`src/sv/assert_macros.svh`:
```
// assertion macros for the rtl
`ifndef ASSERT_MACROS_SVH
`define ASSERT_MACROS_SVH

// property must hold at every rising clock edge outside reset
`define ASSERT_ALWAYS(lbl, clk, rst, prop, msg) \
  lbl: assert property (@(posedge clk) disable iff (rst) (prop)) else $error(msg);

// antecedent implies consequent on the same edge
`define ASSERT_IMPLIES(lbl, clk, rst, ante, cons, msg) \
  lbl: assert property (@(posedge clk) disable iff (rst) (ante) |-> (cons)) else $error(msg);

`endif

```
`src/sv/gfd_pkg.sv`:
```
// shared types, constants and helpers of the gamepad frame deframer
package gfd_pkg;

  localparam int AXIS_W = 8;
  localparam int DZ_W   = 7;
  localparam int BTN_W  = 16;
  localparam int POS_W  = 3;
  localparam int CFG_W  = 8;
  localparam int CAP_N  = 5;

  localparam logic [AXIS_W-1:0] HEADER_BYTE = 8'hAA;
  localparam logic [POS_W-1:0]  POS_HUNT    = 3'd0;
  localparam logic [POS_W-1:0]  POS_FIRST   = 3'd1;
  localparam logic [POS_W-1:0]  POS_LAST    = 3'd6;

  typedef enum logic [CFG_W-1:0] {
    REG_LEFT_X_DZ  = 8'd0,
    REG_LEFT_Y_DZ  = 8'd1,
    REG_RIGHT_X_DZ = 8'd2,
    REG_RIGHT_Y_DZ = 8'd3
  } cfg_reg_t;

  typedef struct packed {
    logic [DZ_W-1:0] left_x;
    logic [DZ_W-1:0] left_y;
    logic [DZ_W-1:0] right_x;
    logic [DZ_W-1:0] right_y;
  } deadzone_t;

  typedef struct packed {
    logic [AXIS_W-1:0] left_x;
    logic [AXIS_W-1:0] left_y;
    logic [AXIS_W-1:0] right_x;
    logic [AXIS_W-1:0] right_y;
    logic [BTN_W-1:0]  buttons;
  } raw_frame_t;

  // zero an axis whose magnitude does not exceed the dead zone
  function automatic logic [AXIS_W-1:0] apply_deadzone(input logic [AXIS_W-1:0] raw,
                                                       input logic [DZ_W-1:0] dz);
    logic [AXIS_W-1:0] mag;
    mag = raw[AXIS_W-1] ? AXIS_W'(-raw) : raw;
    return (mag > {1'b0, dz}) ? raw : '0;
  endfunction

endpackage

```
`src/sv/gfd_rx_if.sv`:
```
// received byte channel
interface gfd_rx_if;
  logic                          valid;
  logic                          ready;
  logic [gfd_pkg::AXIS_W-1:0]    rx_byte;

  modport source (output valid, output rx_byte, input ready);
  modport sink   (input valid, input rx_byte, output ready);
endinterface

```
`src/sv/gfd_frame_if.sv`:
```
// decoded frame channel
interface gfd_frame_if;
  logic                              valid;
  logic                              ready;
  logic signed [gfd_pkg::AXIS_W-1:0] left_x;
  logic signed [gfd_pkg::AXIS_W-1:0] left_y;
  logic signed [gfd_pkg::AXIS_W-1:0] right_x;
  logic signed [gfd_pkg::AXIS_W-1:0] right_y;
  logic [gfd_pkg::BTN_W-1:0]         button_mask;
  logic                              left_moved;
  logic                              right_moved;

  modport source (output valid, output left_x, output left_y, output right_x,
                  output right_y, output button_mask, output left_moved,
                  output right_moved, input ready);
  modport sink   (input valid, input left_x, input left_y, input right_x,
                  input right_y, input button_mask, input left_moved,
                  input right_moved, output ready);
endinterface

```
`src/sv/gfd_cfg_if.sv`:
```
// configuration write channel
interface gfd_cfg_if;
  logic                         valid;
  logic                         ready;
  logic [gfd_pkg::CFG_W-1:0]    index;
  logic [gfd_pkg::CFG_W-1:0]    data;

  modport source (output valid, output index, output data, input ready);
  modport sink   (input valid, input index, input data, output ready);
endinterface

```
`src/sv/gfd_cfg_regs.sv`:
```
// dead zone register bank
module gfd_cfg_regs (
  input  logic                clk,
  input  logic                rst,
  gfd_cfg_if.sink             cfg,
  output gfd_pkg::deadzone_t  dz
);

  assign cfg.ready = 1'b1;

  always_ff @(posedge clk) begin
    if (rst) begin
      dz <= '0;
    end else if (cfg.valid && cfg.ready) begin
      case (cfg.index)
        gfd_pkg::REG_LEFT_X_DZ:  dz.left_x  <= cfg.data[gfd_pkg::DZ_W-1:0];
        gfd_pkg::REG_LEFT_Y_DZ:  dz.left_y  <= cfg.data[gfd_pkg::DZ_W-1:0];
        gfd_pkg::REG_RIGHT_X_DZ: dz.right_x <= cfg.data[gfd_pkg::DZ_W-1:0];
        gfd_pkg::REG_RIGHT_Y_DZ: dz.right_y <= cfg.data[gfd_pkg::DZ_W-1:0];
        default: ;
      endcase
    end
  end

endmodule

```
`src/sv/gfd_capture.sv`:
```
// header hunt, frame position and captured frame bytes
module gfd_capture (
  input  logic                        clk,
  input  logic                        rst,
  input  logic                        accept,
  input  logic [gfd_pkg::AXIS_W-1:0]  rx_byte,
  output logic                        at_last,
  output logic                        done,
  output gfd_pkg::raw_frame_t         raw
);

  logic [gfd_pkg::POS_W-1:0]  pos;
  logic [gfd_pkg::POS_W-1:0]  pos_next;
  logic [gfd_pkg::AXIS_W-1:0] captured [gfd_pkg::CAP_N];
  logic [gfd_pkg::POS_W-1:0]  cap_idx;
  logic                       hunting;

  assign hunting = (pos == gfd_pkg::POS_HUNT) || (pos > gfd_pkg::POS_LAST);
  assign at_last = (pos == gfd_pkg::POS_LAST);
  assign done    = accept && at_last;
  assign cap_idx = pos - gfd_pkg::POS_FIRST;

  always_comb begin
    if (hunting) begin
      pos_next = (rx_byte == gfd_pkg::HEADER_BYTE) ? gfd_pkg::POS_FIRST : gfd_pkg::POS_HUNT;
    end else if (at_last) begin
      pos_next = gfd_pkg::POS_HUNT;
    end else begin
      pos_next = pos + gfd_pkg::POS_W'(1);
    end
  end

  always_ff @(posedge clk) begin
    if (rst) begin
      pos <= gfd_pkg::POS_HUNT;
    end else if (accept) begin
      pos <= pos_next;
    end
  end

  always_ff @(posedge clk) begin
    if (accept && !hunting && !at_last) begin
      captured[cap_idx] <= rx_byte;
    end
  end

  assign raw.left_x  = captured[0];
  assign raw.left_y  = captured[1];
  assign raw.right_x = captured[2];
  assign raw.right_y = captured[3];
  assign raw.buttons = {rx_byte, captured[4]};

endmodule

```
`src/sv/gfd_result.sv`:
```
// dead zone shaping and result register
module gfd_result (
  input  logic                 clk,
  input  logic                 rst,
  input  logic                 load,
  input  gfd_pkg::raw_frame_t  raw,
  input  gfd_pkg::deadzone_t   dz,
  gfd_frame_if.source          frame
);

  logic [gfd_pkg::AXIS_W-1:0] lx;
  logic [gfd_pkg::AXIS_W-1:0] ly;
  logic [gfd_pkg::AXIS_W-1:0] rx;
  logic [gfd_pkg::AXIS_W-1:0] ry;

  // y bytes arrive inverted
  assign lx = gfd_pkg::apply_deadzone(raw.left_x, dz.left_x);
  assign ly = gfd_pkg::apply_deadzone(~raw.left_y, dz.left_y);
  assign rx = gfd_pkg::apply_deadzone(raw.right_x, dz.right_x);
  assign ry = gfd_pkg::apply_deadzone(~raw.right_y, dz.right_y);

  always_ff @(posedge clk) begin
    if (rst) begin
      frame.valid <= 1'b0;
    end else if (load) begin
      frame.valid <= 1'b1;
    end else if (frame.ready) begin
      frame.valid <= 1'b0;
    end
  end

  always_ff @(posedge clk) begin
    if (load) begin
      frame.left_x      <= lx;
      frame.left_y      <= ly;
      frame.right_x     <= rx;
      frame.right_y     <= ry;
      frame.button_mask <= raw.buttons;
      frame.left_moved  <= (lx != '0) || (ly != '0);
      frame.right_moved <= (rx != '0) || (ry != '0);
    end
  end

endmodule

```
`src/sv/gamepad_frame_deframer_deadzone.sv`:
```
// top level of the gamepad frame deframer with per-axis dead zones
// usage:
//   rx    - one received serial byte per transaction; bytes are dropped until
//           the header 0xAA, then the next six bytes form a frame
//   frame - one transaction per completed frame: four axes after their dead
//           zones, the 16-bit button mask and the left and right moved flags
//   cfg   - writes the four 7-bit dead zone registers (index 0 to 3, other
//           indexes are ignored); always ready, write only while idle
// result: the frame is registered as its sixth byte is accepted and is
//   valid on the output from the next cycle
// throughput: one byte per cycle while not stalled; a frame is seven bytes with its header
// stall: bytes that do not complete a frame are always taken; the last byte
//   of a frame waits only while the result register still holds an untaken
//   frame
// reset: returns to header hunt, clears the output valid and sets every
//   dead zone to zero
module gamepad_frame_deframer_deadzone (
  input  logic         clk,
  input  logic         rst,
  gfd_rx_if.sink       rx,
  gfd_frame_if.source  frame,
  gfd_cfg_if.sink      cfg
);

  `include "assert_macros.svh"

  gfd_pkg::deadzone_t  dz;
  gfd_pkg::raw_frame_t raw;
  logic                at_last;
  logic                done;
  logic                accept;

  assign rx.ready = !(at_last && frame.valid && !frame.ready);
  assign accept   = rx.valid && rx.ready;

  gfd_cfg_regs u_cfg_regs (
    .clk (clk),
    .rst (rst),
    .cfg (cfg),
    .dz  (dz)
  );

  gfd_capture u_capture (
    .clk     (clk),
    .rst     (rst),
    .accept  (accept),
    .rx_byte (rx.rx_byte),
    .at_last (at_last),
    .done    (done),
    .raw     (raw)
  );

  gfd_result u_result (
    .clk   (clk),
    .rst   (rst),
    .load  (done),
    .raw   (raw),
    .dz    (dz),
    .frame (frame)
  );

  `ASSERT_IMPLIES(a_valid_from_frame_end, clk, rst, $rose(frame.valid), $past(done), "output valid without a completed frame")
  `ASSERT_IMPLIES(a_stall_only_when_full, clk, rst, !rx.ready, frame.valid && !frame.ready && at_last, "input stalled without a full result register")
  `ASSERT_IMPLIES(a_left_moved, clk, rst, frame.valid, frame.left_moved == ((frame.left_x != '0) || (frame.left_y != '0)), "left moved flag disagrees with axes")
  `ASSERT_IMPLIES(a_right_moved, clk, rst, frame.valid, frame.right_moved == ((frame.right_x != '0) || (frame.right_y != '0)), "right moved flag disagrees with axes")

endmodule
```
`src/flat_wrapper.sv`:
```
// flat-port wrapper written by rule: the top's interface ports become plain ports
module gamepad_frame_deframer_deadzone_flat 
  (clk, rst, rx_valid, rx_rx_byte, rx_ready, frame_valid, frame_left_x, frame_left_y, frame_right_x, frame_right_y, frame_button_mask, frame_left_moved, frame_right_moved, frame_ready, cfg_valid, cfg_index, cfg_data, cfg_ready);
  gfd_rx_if rx_i ();
  gfd_frame_if frame_i ();
  gfd_cfg_if cfg_i ();
  input  logic clk;
  input  logic rst;
  input wire logic [$bits(rx_i.valid)-1:0] rx_valid;
  input wire logic [$bits(rx_i.rx_byte)-1:0] rx_rx_byte;
  output wire logic [$bits(rx_i.ready)-1:0] rx_ready;
  output wire logic [$bits(frame_i.valid)-1:0] frame_valid;
  output wire logic [$bits(frame_i.left_x)-1:0] frame_left_x;
  output wire logic [$bits(frame_i.left_y)-1:0] frame_left_y;
  output wire logic [$bits(frame_i.right_x)-1:0] frame_right_x;
  output wire logic [$bits(frame_i.right_y)-1:0] frame_right_y;
  output wire logic [$bits(frame_i.button_mask)-1:0] frame_button_mask;
  output wire logic [$bits(frame_i.left_moved)-1:0] frame_left_moved;
  output wire logic [$bits(frame_i.right_moved)-1:0] frame_right_moved;
  input wire logic [$bits(frame_i.ready)-1:0] frame_ready;
  input wire logic [$bits(cfg_i.valid)-1:0] cfg_valid;
  input wire logic [$bits(cfg_i.index)-1:0] cfg_index;
  input wire logic [$bits(cfg_i.data)-1:0] cfg_data;
  output wire logic [$bits(cfg_i.ready)-1:0] cfg_ready;
  assign rx_i.valid = rx_valid;
  assign rx_i.rx_byte = rx_rx_byte;
  assign rx_ready = rx_i.ready;
  assign frame_valid = frame_i.valid;
  assign frame_left_x = frame_i.left_x;
  assign frame_left_y = frame_i.left_y;
  assign frame_right_x = frame_i.right_x;
  assign frame_right_y = frame_i.right_y;
  assign frame_button_mask = frame_i.button_mask;
  assign frame_left_moved = frame_i.left_moved;
  assign frame_right_moved = frame_i.right_moved;
  assign frame_i.ready = frame_ready;
  assign cfg_i.valid = cfg_valid;
  assign cfg_i.index = cfg_index;
  assign cfg_i.data = cfg_data;
  assign cfg_ready = cfg_i.ready;
  gamepad_frame_deframer_deadzone u_core (.clk(clk), .rst(rst), .rx(rx_i), .frame(frame_i), .cfg(cfg_i));
endmodule
```
`config.mk`:
```
export PLATFORM = sky130hd
export DESIGN_NAME = gamepad_frame_deframer_deadzone_flat
export DESIGN_NICKNAME = d
export VERILOG_FILES = /design/src/sv/gfd_pkg.sv /design/src/sv/gfd_rx_if.sv /design/src/sv/gfd_frame_if.sv /design/src/sv/gfd_cfg_if.sv /design/src/sv/gfd_cfg_regs.sv /design/src/sv/gfd_capture.sv /design/src/sv/gfd_result.sv /design/src/sv/gamepad_frame_deframer_deadzone.sv /design/src/flat_wrapper.sv
export VERILOG_INCLUDE_DIRS = /design/src /design/src/sv
export SDC_FILE = /design/constraint.sdc
export NUM_CORES = 1
export LEC_CHECK = 0
export BUFFER_PORTS_ARGS = -buffer_cell sky130_fd_sc_hd__buf_2
export CAP_MARGIN = 20
export CORE_UTILIZATION = 44
export DETAILED_ROUTE_END_ITERATION = 12
export GPL_TIMING_DRIVEN = 0
export PLACE_DENSITY = 0.7
export RECOVER_POWER = 25
export SLEW_MARGIN = 30
export SYNTH_ARGS = -nofsm -noshare
export SYNTH_HDL_FRONTEND = slang
export SYNTH_HIERARCHICAL = 1
export SYNTH_SLANG_ARGS = --single-unit
```
`constraint.sdc`:
```
create_clock -name clk -period 4 [get_ports clk]
set_clock_uncertainty 0.1 [all_clocks]
set_input_delay 0.4 -clock clk [delete_from_list [all_inputs] [get_ports clk]]
set_output_delay 0.4 -clock clk [all_outputs]
set_load 0.01 [all_outputs]
```
# Word-level counts from Yosys, hierarchy flattened
# Memories as Yosys holds them, arrays and structs flattened. A register that Yosys moved wholly into a read port is not among the register bits.
# Cells that the tools add are included.
# op_classes
n_addsub,6
n_lt_le_gt_ge,5
n_eq_ne,5
mux,15
n_bitwise,2
reduce_logical,24
# ops
cell,n
$mux W8,8
$gt A8 B7 Y1,4
$neg A8 Y8,4
$reduce_bool A8 Y1,4
$eq A8 B2 Y1 const B,2
$not A8 Y8,2
$eq A8 B1 Y1 const B,1
$eq A8 B8 Y1 const B,1
$logic_not A8 Y1,1
$reduce_and A2 Y1,4
$logic_and A1 B1 Y1,6
$mux W3,2
$mux W1,5
$logic_not A1 Y1,4
$add A3 B1 Y3 const B,1
$eq A3 B3 Y1 const B,1
$gt A3 B3 Y1 const B,1
$logic_not A3 Y1,1
$logic_or A1 B1 Y1,3
$sub A3 B1 Y3 const B,1
$reduce_bool A2 Y1,1
# word_totals
register_bits,82
ramBits,40
in_bits,29
out_inout_bits,53
wordCells,71
mem_count,1
# memory_table
memory,depth,width,read_ports,rd_clocked_by_memory_dff,wr,line,source
u_core.u_capture.captured,5,8,5,1,1,gfd_capture.sv:14,logic [gfd_pkg::AXIS_W-1:0] captured [gfd_pkg::CAP_N];

# Depth between registers and ports, before layout
# depth
depth_word,9
mapped_depth,11
depth_no_buf,11

# Hierarchy
# Netlist, hierarchy kept.
# by_module_without_submodules
module,n_inst,cells_each,area_per_inst_um2,seq_area_each_um2
gfd_result,1,265,3034.2,1521.5
gfd_capture,1,92,1666.6,1261.2
gfd_cfg_regs,1,105,1179.9,560.5
gamepad_frame_deframer_deadzone,1,2,26.3,0.0

# Least setup slack after synthesis
# OpenSTA, ideal clock, no wires.
# synth_timing
path_kind,register -> register
startpoint,register u_core/u_capture/pos[0] in the netlist's numbering
endpoint,register u_core.u_result.frame.button_mask[0] (read register of u_core.u_capture.captured) (enable)
setup_time_ns,0.385
arrival_ns,2.173
required_time_ns,3.515
slack_ns,1.342
stages_incl_launch_ff,8
path_buffers,1
period_less_slack_ns,2.658
path_cell_list,dfxtp_1 inv_1 ha_1 and2_2 nand3b_4 and2_1 buf_4 and3_2
# synth_between
elab_chain_len,6
# synth_rtl
element,line,source
start: declaration,gfd_capture.sv:12,logic [gfd_pkg::POS_W-1:0] pos;
start signal: assignment,gfd_capture.sv:35,pos <= gfd_pkg::POS_HUNT;
start signal: assignment,gfd_capture.sv:37,pos <= pos_next;
$eq A3 B3 Y1,gfd_capture.sv:19,assign at_last = (pos == gfd_pkg::POS_LAST);
named net u_core.at_last,gamepad_frame_deframer_deadzone.sv:29,logic at_last;
$logic_and A1 B1 Y1 (2 in a row),gamepad_frame_deframer_deadzone.sv:33,assign rx.ready = !(at_last && frame.valid && !frame.ready);
$logic_not A1 Y1,gamepad_frame_deframer_deadzone.sv:33,
named net rx_ready,flat_wrapper.sv:11,output wire logic [$bits(rx_i.ready)-1:0] rx_ready;
$logic_and A1 B1 Y1,gamepad_frame_deframer_deadzone.sv:34,assign accept = rx.valid && rx.ready;
named net u_core.accept,gamepad_frame_deframer_deadzone.sv:31,logic accept;
$logic_and A1 B1 Y1,gfd_capture.sv:20,assign done = accept && at_last;
named net u_core.done,gamepad_frame_deframer_deadzone.sv:30,logic done;
end: declaration,gfd_frame_if.sv:14,"output right_y, output button_mask, output left_moved,"
# The timed path passes the listed nets, and every way through them passes these cells.
# A chain may end at the register's enable or synchronous reset.

# Worst setup path after layout
# layout_timing
startpoint,register u_core/u_capture/pos[0] in the netlist's numbering
endpoint,memory u_core/u_capture/captured[3][0] in the netlist's numbering (enable)
# layout_between
elab_chain_len,9
elab_cells_between_ends,15
classes_between,add/sub: 1; order compare: 1; eq/ne: 1; mux: 2; reduce/logical: 10
# layout_rtl
element,line,source
$eq A3 B3 Y1,gfd_capture.sv:19,
named net u_core.at_last,gamepad_frame_deframer_deadzone.sv:29,
$logic_and A1 B1 Y1 (2 in a row),gamepad_frame_deframer_deadzone.sv:33,
$logic_not A1 Y1,gamepad_frame_deframer_deadzone.sv:33,
$logic_and A1 B1 Y1,gamepad_frame_deframer_deadzone.sv:34,
named net u_core.accept,gamepad_frame_deframer_deadzone.sv:31,
$logic_and A1 B1 Y1 (2 in a row),gfd_capture.sv:42,if (accept && !hunting && !at_last) begin
$mux W1,gfd_capture.sv:42,
$mux W1 (implied by the code),gfd_capture.sv:43,captured[cap_idx] <= rx_byte;
end: declaration,gfd_capture.sv:14,
# The timed path passes the listed nets, and every way through them passes these cells.

==> results.txt <==
#FFs+latches synth = 122
Ys Warns = 6
Prevailing post-synth register cell = edfxtp_1
Mean Syn Cell Area = 12.7 µm²
Unrepaired setup endpoints after global routing = false
Nets = 628
CTS buffer count = 17
Max-slew headroom = 39.9%
Gpl congestion = 0.793
DR DRC count = 0
FILL cells = 1096
Slew @ Worst Pin = 0.895 ns
DR vias = 3725
Clock Latency Late Sink = 0.41 ns
Cells after Synth = 464
Fin Setup TNS = 0 ns
CTS max path bufs = 2
Final hold vios = 0
PortBufs = 79
Post-synth EDFFs = 90
Max Cap Viol = 0
Critical path data required time = 3.94 ns
CTS Hold Bufs = 0
Post-DP HPWL = 8100 µm
Status = finished clean
CP Cell Sequence = inv_1 > ha_1 > and2_2 > nand3b_4 > and2_1 > buf_4 > o21ai_2 > nor4_2
Clock sinks = 122
Crit share post-route = 73.5%
Post-route cell area = 7020 µm²
Post-synthesis cell type count = 62
Top Ports = 82
CTS tree = built
Placed cell area = 6520 µm²
Fin util = 54.5%
Worst-path clk slew = 0.05 ns
Routed wire length = 11600 µm
Vias in the first global route = 3736
Sequential share of the synthesized area = 56.6%
Minimum clock period = 2.94 ns
Slew Limit Fails = 0
Gr ovfl total = 0
Post-CTS sizing = 0
Initial antenna violation count = 0
Total Routing Usage GR = 17.8%
Post-route ant nets = 0
Crit-path slowest cell = nor4_2
Async S/R FF share, synth = 0%
CP Capture Type = flip-flop
Initial Util = 45.9%
Final setup vio count = 0
Total power = 2.83 mW
Largest net degree at the start of global routing = 52
Die Ht = 118 µm
Final Non-Filler Cells = 747
Worst reg-to-reg setup slack = 1.06 ns
Layout cells sized above 1 = 23.5%
CP Max Fanout = 10
First-pass GRT wire length = 18600 µm
Syn_nets = 530
Worst Hold Class = in2reg
Clk Tree Root Cell = clkbuf_16
Peak VDD IR = 0.350 mV
Worst EP arrival = 2.88 ns
Mapped Area = 5910 µm²
Chip width = 118 µm
Die footprint = 13900 µm²
Number of placement rows = 41
FMAX = 340 MHz
CP Launch Type = flip-flop
DR pass1 iterations = 4
Drt via density = 4.99
Core footprint = 12900 µm²
Placed insts = 715
Routed len/inst = 15.5 µm
Htree depth = 4
ANT cells = 0
Slowest stage delay, CP = 0.75 ns
Number of post-CTS setup repair buffers = 0
DRT iter0 DRCs = 168
Cell Pwr Density = 403 nW/µm²
Synth-to-layout area growth = 18.8%
Leak = 2.77 nW
WS Path Type = reg2reg
area by class of cell:
cell class	instances	area, µm²	area share (%)
flip-flops and latches	122	3340	47.6
plain buffers	24	158	2.25
repair buffers	79	385	5.49
well taps	172	215	3.07
inverters	35	131	1.87
clock buffers	23	458	6.53
clock inverters	9	73.8	1.05
multi-input cells	283	2250	32.1
flip-flops by register name (all words and copies together) (netlist names):
signal	cells
u_core/u_result/frame.right_y	8
u_core/u_capture/pos	3
u_core/u_cfg_regs/dz	28
u_core/u_result/frame.left_moved	1
u_core/u_result/frame.left_x	8
u_core/u_capture/captured	40
u_core/u_result/frame.right_moved	1
u_core/u_result/frame.valid	1
u_core/u_result/frame.right_x	8
u_core/u_result/frame.left_y	8
u_core/u_result/frame.button_mask	16
path summary, 6_finish.rpt:
kind                                           to  cells after the start                       startpoint
min reg2reg  u_core/u_result/frame.button_mask[5]                      0  u_core/u_capture/captured[4][5]
min                   u_core/u_result/frame.valid                      4                      frame_ready
max               u_core/u_capture/captured[3][0]                      8          u_core/u_capture/pos[0]
max reg2reg       u_core/u_capture/captured[3][0]                      8          u_core/u_capture/pos[0]
placed cells by master, fill, tap and decap left out, types with 3 or more instances in the layout:
master and n:
xnor2_1 20, mux2i_1 30, clkbuf_16 17, nor2b_1 4, nand2_1 9, a21oi_1 11
a211o_1 3, inv_1 35, buf_6 4, nor3_2 4, edfxtp_1 90, clkbuf_4 8
ha_1 37, buf_2 71, and3_1 8, a31oi_1 6, nand2b_1 38, o21ai_0 6
a21o_1 6, nand3_1 6, and2_1 15, dfxtp_1 32, o31ai_1 3, o21a_1 3
clkbuf_1 23, clkinv_2 5, nor2_1 29
logic make-up after synthesis:
group / after synthesis / share of synthesized area [%]
AOI/OAI and AO/OA: 56 / 6.86
xor gates and xnor gates: 21 / 3.24
adders and majority gates: 37 / 7.84
buffers and inverters: 59 / 5.06
DFF: 122 / 56.6
muxes: 30 / 5.08
other: 1 / 0.0635
and+or+nand+nor: 138 / 15.3
synthesized netlist by cell type, types with 4 or more instances:
| master | count | area share (%) |
|---|---|---|
| nand2_1 | 9 | 0.57 |
| a21oi_1 | 11 | 0.93 |
| a31oi_1 | 6 | 0.64 |
| nor2b_1 | 4 | 0.42 |
| nand2b_1 | 38 | 4.0 |
| o21ai_0 | 6 | 0.51 |
| clkbuf_1 | 7 | 0.44 |
| and2_1 | 15 | 1.6 |
| inv_1 | 35 | 2.2 |
| a21o_1 | 6 | 0.76 |
| mux2i_1 | 30 | 5.1 |
| nor2_1 | 29 | 1.8 |
| edfxtp_1 | 90 | 46 |
| ha_1 | 37 | 7.8 |
| and3_1 | 8 | 0.85 |
| nand3_1 | 6 | 0.51 |
| dfxtp_1 | 32 | 11 |
| nor3_2 | 4 | 0.68 |
| xnor2_1 | 20 | 3.0 |
| buf_4 | 10 | 1.3 |
| buf_6 | 5 | 0.95 |
metrics by stage:
step	setup WS, ns	hold slack (ns)
floorplan	1.34	0.300
global placement	0.983	0.305
detailed placement	1.10	0.306
CTS	1.07	0.209
global route	0.886	0.252
finish	1.06	0.226
routing by layer:
layer  wire length, µm  part of all wire (%)  GRT usage [%]  vias up
met5                 0                     0              0        -
met4               194                   1.7           8.41        0
met3               511                   4.4           5.57       16
met2              5660                    49           29.1       90
met1              5230                    45           21.3     1773
li1                  -                     -              -     1846
critical path: cells and delay by family, from the launching register on:
family,cells,cell delay (ns)
and+or+nand+nor,4,1.20
DFF,1,0.50
adders and majority gates,1,0.33
buffers and inverters,2,0.32
AOI/OAI and AO/OA,1,0.10
report_power, final:
group	internal [mW]	switching (mW)	total, mW
Sequential	1.36	0.00450	1.36
Combinational	0.0395	0.0565	0.0959
Clock	0.860	0.513	1.37
(Power assumes the default switching activity.)
